<file path="src/design/htf_pkg.sv">
// ----------------------------------------------------------------------------
// htf_pkg
// Types, codes and constants shared by the transfer function table.
// ----------------------------------------------------------------------------
package htf_pkg;

  localparam int MAX_POINTS_DEF = 16;
  localparam int DIV_STEPS      = 16;
  localparam int MAC_STEPS      = 16;

  localparam logic [15:0] POS_END = 16'hFF00;   // 255.0 in Q8.8

  localparam logic [1:0] KIND_EVAL   = 2'd0;
  localparam logic [1:0] KIND_INSERT = 2'd1;
  localparam logic [1:0] KIND_REMOVE = 2'd2;
  localparam logic [1:0] KIND_NONE   = 2'd3;   // unused kind, no effect

  localparam logic [1:0] STATUS_DONE    = 2'd0;
  localparam logic [1:0] STATUS_FULL    = 2'd1;
  localparam logic [1:0] STATUS_MISSING = 2'd2;

  typedef struct packed {
    logic [15:0] slope;
    logic [63:0] colour;
    logic [15:0] position;
  } entry_t;

  typedef enum logic [2:0] {
    RD_NONE, RD_K, RD_UP, RD_DN, RD_SEGA, RD_CLAMP
  } rd_sel_t;

  typedef enum logic [2:0] {
    WR_NONE, WR_INIT0, WR_INIT1, WR_SHIFT, WR_ITEM
  } wr_sel_t;

  typedef enum logic [4:0] {
    ST_INIT0, ST_INIT1, ST_IDLE, ST_DISPATCH, ST_SCAN_RD, ST_SCAN_CMP, ST_DECIDE,
    ST_SHU_CHK, ST_SHU_WR, ST_SHD_CHK, ST_SHD_WR, ST_EV_CLAMP, ST_EV_A, ST_EV_B,
    ST_DIV, ST_U2, ST_U3, ST_H, ST_MAC, ST_DRAIN, ST_FIN
  } state_t;

  typedef struct packed {
    rd_sel_t rd_sel;
    wr_sel_t wr_sel;
    logic    item_load;
    logic    k_inc;
    logic    scan_cmp;
    logic    j_from_count;
    logic    j_from_k;
    logic    j_dec;
    logic    j_inc;
    logic    cnt_inc;
    logic    cnt_dec;
    logic    set_full;
    logic    set_missing;
    logic    load_a;
    logic    div_start;
    logic    div_step;
    logic    poly_u2;
    logic    poly_u3;
    logic    poly_h;
    logic    mac_step;
    logic    res_clamp;
    logic    out_load;
  } cmd_t;

  typedef struct packed {
    logic [1:0] kind;
    logic       hit;
    logic       found;
    logic       k_zero;
    logic       k_end;
    logic       full;
    logic       cnt_zero;
    logic       j_eq_k;
    logic       j_last;
    logic       div_last;
    logic       mac_last;
  } stat_t;

endpackage

</file>
<file path="src/design/htf_ctrl.sv">
// ----------------------------------------------------------------------------
// htf_ctrl
// Sequencer: scan, insert/remove shifting, evaluate steps, output handshake.
// ----------------------------------------------------------------------------
module htf_ctrl (
  input  logic           clk,
  input  logic           rst_n,
  input  logic           in_valid,
  output logic           in_ready,
  output logic           out_valid,
  input  logic           out_ready,
  input  htf_pkg::stat_t stat,
  output htf_pkg::cmd_t  cmd
);

  htf_pkg::state_t state_r, state_nxt;
  logic            out_valid_r, out_valid_nxt;

  always_ff @(posedge clk) begin
    if (!rst_n) begin
      state_r     <= htf_pkg::ST_INIT0;
      out_valid_r <= 1'b0;
    end else begin
      state_r     <= state_nxt;
      out_valid_r <= out_valid_nxt;
    end
  end

  assign out_valid = out_valid_r;

  always_comb begin
    state_nxt  = state_r;
    cmd        = '0;
    cmd.rd_sel = htf_pkg::RD_NONE;
    cmd.wr_sel = htf_pkg::WR_NONE;
    in_ready   = 1'b0;
    case (state_r)
      htf_pkg::ST_INIT0: begin
        cmd.wr_sel = htf_pkg::WR_INIT0;
        state_nxt  = htf_pkg::ST_INIT1;
      end
      htf_pkg::ST_INIT1: begin
        cmd.wr_sel = htf_pkg::WR_INIT1;
        state_nxt  = htf_pkg::ST_IDLE;
      end
      htf_pkg::ST_IDLE: begin
        in_ready = 1'b1;
        if (in_valid) begin
          cmd.item_load = 1'b1;
          state_nxt     = htf_pkg::ST_DISPATCH;
        end
      end
      htf_pkg::ST_DISPATCH: begin
        if (stat.kind == htf_pkg::KIND_EVAL && stat.cnt_zero) state_nxt = htf_pkg::ST_FIN;
        else if (stat.kind == htf_pkg::KIND_EVAL || stat.kind == htf_pkg::KIND_INSERT ||
                 stat.kind == htf_pkg::KIND_REMOVE) state_nxt = htf_pkg::ST_SCAN_RD;
        else state_nxt = htf_pkg::ST_FIN;
      end
      htf_pkg::ST_SCAN_RD: begin
        if (stat.k_end) begin
          state_nxt = htf_pkg::ST_DECIDE;
        end else begin
          cmd.rd_sel = htf_pkg::RD_K;
          state_nxt  = htf_pkg::ST_SCAN_CMP;
        end
      end
      htf_pkg::ST_SCAN_CMP: begin
        cmd.scan_cmp = 1'b1;
        if (stat.hit) begin
          state_nxt = htf_pkg::ST_DECIDE;
        end else begin
          cmd.k_inc = 1'b1;
          state_nxt = htf_pkg::ST_SCAN_RD;
        end
      end
      htf_pkg::ST_DECIDE: begin
        case (stat.kind)
          htf_pkg::KIND_EVAL: begin
            if (stat.k_zero || stat.k_end) begin
              cmd.rd_sel = htf_pkg::RD_CLAMP;
              state_nxt  = htf_pkg::ST_EV_CLAMP;
            end else begin
              cmd.rd_sel = htf_pkg::RD_SEGA;
              state_nxt  = htf_pkg::ST_EV_A;
            end
          end
          htf_pkg::KIND_INSERT: begin
            if (stat.found) begin
              cmd.wr_sel = htf_pkg::WR_ITEM;
              state_nxt  = htf_pkg::ST_FIN;
            end else if (stat.full) begin
              cmd.set_full = 1'b1;
              state_nxt    = htf_pkg::ST_FIN;
            end else begin
              cmd.j_from_count = 1'b1;
              state_nxt        = htf_pkg::ST_SHU_CHK;
            end
          end
          htf_pkg::KIND_REMOVE: begin
            if (!stat.found) begin
              cmd.set_missing = 1'b1;
              state_nxt       = htf_pkg::ST_FIN;
            end else begin
              cmd.j_from_k = 1'b1;
              state_nxt    = htf_pkg::ST_SHD_CHK;
            end
          end
          default: state_nxt = htf_pkg::ST_FIN;
        endcase
      end
      // open a slot: move entries up from the end down to the insert index
      htf_pkg::ST_SHU_CHK: begin
        if (stat.j_eq_k) begin
          cmd.wr_sel  = htf_pkg::WR_ITEM;
          cmd.cnt_inc = 1'b1;
          state_nxt   = htf_pkg::ST_FIN;
        end else begin
          cmd.rd_sel = htf_pkg::RD_UP;
          state_nxt  = htf_pkg::ST_SHU_WR;
        end
      end
      htf_pkg::ST_SHU_WR: begin
        cmd.wr_sel = htf_pkg::WR_SHIFT;
        cmd.j_dec  = 1'b1;
        state_nxt  = htf_pkg::ST_SHU_CHK;
      end
      // close the gap left by a removed point
      htf_pkg::ST_SHD_CHK: begin
        if (stat.j_last) begin
          cmd.cnt_dec = 1'b1;
          state_nxt   = htf_pkg::ST_FIN;
        end else begin
          cmd.rd_sel = htf_pkg::RD_DN;
          state_nxt  = htf_pkg::ST_SHD_WR;
        end
      end
      htf_pkg::ST_SHD_WR: begin
        cmd.wr_sel = htf_pkg::WR_SHIFT;
        cmd.j_inc  = 1'b1;
        state_nxt  = htf_pkg::ST_SHD_CHK;
      end
      htf_pkg::ST_EV_CLAMP: begin
        cmd.res_clamp = 1'b1;
        state_nxt     = htf_pkg::ST_FIN;
      end
      htf_pkg::ST_EV_A: begin
        cmd.load_a = 1'b1;
        cmd.rd_sel = htf_pkg::RD_K;
        state_nxt  = htf_pkg::ST_EV_B;
      end
      htf_pkg::ST_EV_B: begin
        cmd.div_start = 1'b1;
        state_nxt     = htf_pkg::ST_DIV;
      end
      htf_pkg::ST_DIV: begin
        cmd.div_step = 1'b1;
        if (stat.div_last) state_nxt = htf_pkg::ST_U2;
      end
      htf_pkg::ST_U2: begin
        cmd.poly_u2 = 1'b1;
        state_nxt   = htf_pkg::ST_U3;
      end
      htf_pkg::ST_U3: begin
        cmd.poly_u3 = 1'b1;
        state_nxt   = htf_pkg::ST_H;
      end
      htf_pkg::ST_H: begin
        cmd.poly_h = 1'b1;
        state_nxt  = htf_pkg::ST_MAC;
      end
      htf_pkg::ST_MAC: begin
        cmd.mac_step = 1'b1;
        if (stat.mac_last) state_nxt = htf_pkg::ST_DRAIN;
      end
      htf_pkg::ST_DRAIN: state_nxt = htf_pkg::ST_FIN;
      htf_pkg::ST_FIN: begin
        if (!out_valid_r || out_ready) begin
          cmd.out_load = 1'b1;
          state_nxt    = htf_pkg::ST_IDLE;
        end
      end
      default: state_nxt = htf_pkg::ST_IDLE;
    endcase
  end

  always_comb begin
    out_valid_nxt = out_valid_r;
    if (out_valid_r && out_ready) out_valid_nxt = 1'b0;
    if (cmd.out_load)             out_valid_nxt = 1'b1;
  end

endmodule

</file>
<file path="config.mk">
export PLATFORM = sky130hd
export DESIGN_NAME = htf_ctrl
export DESIGN_NICKNAME = d
export VERILOG_FILES = /design/src/design/htf_pkg.sv /design/src/design/htf_ctrl.sv
export SDC_FILE = /design/constraint.sdc
export NUM_CORES = 1
export LEC_CHECK = 0
export ABC_AREA = 1
export BUFFER_PORTS_ARGS = -buffer_cell sky130_fd_sc_hd__buf_2
export CORE_MARGIN = 4
export CORE_UTILIZATION = 50
export CTS_BUF_LIST = sky130_fd_sc_hd__clkbuf_4 sky130_fd_sc_hd__clkbuf_8
export DETAILED_ROUTE_END_ITERATION = 10
export PLACE_DENSITY = 0.89
export RECOVER_POWER = 50
export SYNTH_ARGS = -nofsm -noshare
export SYNTH_HDL_FRONTEND = slang
export SYNTH_SLANG_ARGS = --single-unit
</file>
<file path="constraint.sdc">
create_clock -name clk -period 1.9 [get_ports clk]
set_input_delay 0.19 -clock clk [delete_from_list [all_inputs] [get_ports clk]]
set_output_delay 0.19 -clock clk [all_outputs]
set_load 0.01 [all_outputs]
</file>
* After elaboration in Yosys (flattened, before gate mapping)
Cells that the tools add are included.
Word-level totals: flip-flop bits (word level) 6, bits in latches 0, bits in writable memories 0, memory bits (read-only) 0, input bits 16, output and inout port bits 28, memories 0
Operators by class: $add $sub $neg 0, multiply operators 0, divide/modulo/power cells 0, $lt $le $gt $ge 0, equality and inequality tests 26, shift operators 0, muxes and demuxes 61, bitwise operators 0, reductions and logical operators 13
Operators with widths (number):
- 5-bit case mux with 19 select lines | 1
- 5-bit 2-to-1 mux | 11
- 5-bit by 4-bit equality test with 1-bit output, second input constant | 8
- 1-bit 2-to-1 mux | 34
- 3-bit case mux with 5 select lines | 2
- 5-bit equality test, second input constant | 5
- 5-bit by 3-bit equality test with 1-bit output, second input constant | 4
- 3-bit 2-to-1 mux | 5
- 5-bit case mux with 3 select lines | 1
- 2-bit 2-to-1 mux | 7
- 5-bit by 2-bit equality test with 1-bit output, second input constant | 2
- 2-bit != test, second input constant | 4
- 5-bit by 1-bit equality test with 1-bit output, second input constant | 1
- 5-bit logical NOT | 1
- 1-bit logical OR | 4
- 4-bit AND reduction | 1
- 2-bit OR reduction | 2
- 2-bit by 1-bit equality test with 1-bit output, second input constant | 1
- 2-bit equality test, second input constant | 1
- 1-bit logical AND | 2
- 2-bit logical NOT | 1
- 2-bit nonzero test | 1
- 1-bit logical NOT | 1

* Logic depth before layout (Yosys ltp)
depth in word-level cells 6, mapped depth 11, depth with buffers taken out 10

* Least setup slack after synthesis
OpenSTA, ideal clock, no wires.
path type register to output, start point register state_r[2], end point output cmd[9] (netlist bit), arrival time 1139 ps, data required time 1710 ps, setup slack 571 ps, cell stages (with the launch flop) 5, cell sequence dfxtp_1 -> inv_2 -> nor2_4 -> nand3_4 -> nor4_1
RTL lines:
- from (decl) | line htf_ctrl.sv:16 | htf_pkg::state_t state_r, state_nxt;
- from (signal assigned) | line htf_ctrl.sv:21 | state_r <= htf_pkg::ST_INIT0;
- from (signal assigned) | line htf_ctrl.sv:24 | state_r <= state_nxt;
- to (decl) | line htf_ctrl.sv:13 | output htf_pkg::cmd_t cmd

==> out/metrics.cfg <==
[status]
outcome = finished clean

[sta]
fin_ws_ps = 119
hold_viol_final = 0
clock-skew-final_ps = 0.530
whs_ps = 204
setup_tns_ps = 0
report.final.slew_viol_count = 0
post-route-period-util_pct = 93.8
rsz0062_at_grt = false
slew_headroom_pct = 64.9
setup_viol = 0
fmaxAchievable_mhz = 561
tightestPinTransition_ps = 525
period_needed_ps = 1780

[floorplan]
ios = 44
die_h_um = 50.4
die-area_um2 = 2540
rows = 15
start_util_pct = 52.7
die_x_um = 50.4
core_um2 = 1710

[global_route]
grt_pass1_vias = 1003
grt_first_pass_wirelength_mm = 4.26
grt_max_degree = 15
antenna_found_initial = 0
track_usage_pct = 21.2
grt.overflow.total = 0

[critical_path]
setup.worst_path.start_class = flip-flop
critPathRequiredTime_ps = 1710
cp_max_fo = 7
arrival_ps = 1590
end_kind = output pin
crit_type = reg -> out
rrSetupSlack_ps = 280

[clock_network]
cts.sinks = 6
clock_latency_ps = 250
clkTransAtPathRegs_ps = 40
cts_resized = 0
cts_hold_buf = 0
cts_tree = done
numCtsBuffers = 3
post_cts_buffers = 0
htree_levels = 1
cts-root-buf = clkbuf_4
cts_buffer_depth = 2

[synth]
yosys_warnings = 0
netlist_area_um2 = 900
synth_top_area_share_pct = 17.5
yosysTopAreaCell = nand2_1
synth.distinct_cells = 24
synth.top_cells.by_area = nand2_1, nor2_1, dfxtp_1
synth-seq-cells = 6
ys_seq_area_share_pct = 13.4
syn-mean-instance-area_um2 = 5.17
synth_cells = 174
synth_nets = 190

[run]
maxCapViolations = 0

[route]
drt_first_pass_iters = 5
route.vias.total = 1228
drt-total-wl_mm = 2.68
drc = 0
avgRoutedWirePerCell_um = 11.1
ant_nets = 0
drt_iter0_markers = 82
viasPerCell = 5.10

[pwr]
power.density_nw_per_um2 = 1010
ir_drop_mv = 0.720
leakage_uw = 0.000715
p_total_uw = 1130

[finish]
utilization_pct = 65.4
regArea_um2 = 120
layout-drive-gt1-share_pct = 25.5
fillers = 177
nets = 234
multi_input_area_um2 = 618
antenna_cells = 0
area_delta_synth_final_pct = 24.2

[placement]
dp_hpwl_mm = 2.17
port_buffers = 43
routabilityCongestion = 0.883
dpl_worst_slack_ps = 361

[worst_hold_path]
min_path_type = in -> reg

-- flip-flops by register name, summed over array words and instances (netlist names) --
name       count
out_valid      1
state_r        5
-- cell families after synthesis --
group           after synthesis  share of synthesized area, %
compound gates               14                          8.62
buf+inv                      34                          16.6
flops                         6                          13.4
simple gates                120                          61.5
-- per-layer routing --
layer / share of wire (%) / track usage (%)
met5: 0 / 0
met4: 0.34 / 4.04
met3: 10 / 3.86
met2: 46 / 33.7
met1: 43 / 29.8
-- path summary, 6_finish.rpt --
kind	endpoint	cells past startpoint	start
max	cmd[23]	5	state_r[1]$_SDFFE_PN0P_
min	state_r[1]$_SDFFE_PN0P_	3	rst_n
max reg2reg	state_r[2]$_SDFFE_PN0P_	8	state_r[1]$_SDFFE_PN0P_
min reg2reg	out_valid$_SDFFE_PN0P_	4	out_valid$_SDFFE_PN0P_
-- critical path, cell delays in order (launching register included) --
cell and delay [ps]:
dfxtp_1 360, nor2_1 450, inv_1 120, nor2_1 160
nand3b_1 130, buf_2 140
-- synthesized netlist by cell type --
library cell,instances
nand3b_1,1
nand4_1,3
buf_6,1
inv_1,25
o21a_1,1
a21oi_1,3
inv_2,4
nand2_1,42
buf_4,3
nor2_1,41
inv_4,1
dfxtp_1,6
nor4_1,1
nor2_2,4
nand3_2,2
nand3_1,16
nor3_2,1
nand2_2,3
o31ai_1,2
nor2_4,2
o21ai_0,7
o21ai_1,1
nor3_1,3
nand3_4,1
-- final cells by class --
type	count	area share, %
Multi-Input combinational cell	134	55.3
Tap cell	25	2.80
Clock buffer	3	2.02
Sequential cell	6	10.8
Timing Repair Buffer	43	18.8
Inverter	30	10.3
-- per-stage QoR --
stage | cell area, um^2 | cells
after floorplan | 900 | 174
after global placement | 1110 | 238
after detailed placement | 1110 | 238
after CTS | 1130 | 241
after global routing | 1120 | 241
final | 1120 | 241
-- where the power goes --
part / internal [uW] / switching [uW] / leakage [uW]
combinational: 257 / 524 / 0.000652
sequential: 165 / 66.7 / 0.0000491
clock: 71.5 / 47.2 / 0.0000138
-- cells in the final DEF, fill, tap and decap left out, types with 2 or more instances in the layout --
master    Yosys  final
nor3_1        3      3
inv_1        25     26
a21oi_1       3      3
nor2_4        2      2
nor2_2        4      2
buf_2         0     39
nand2_2       3      2
nand4_1       3      3
nand3_1      16     17
clkbuf_1      0      4
nor2_1       41     43
dfxtp_1       6      6
clkbuf_4      0      3
inv_2         4      3
o21ai_0       7      7
nand2_1      42     43
o31ai_1       2      2
Power figures use the tool's default switching activity.
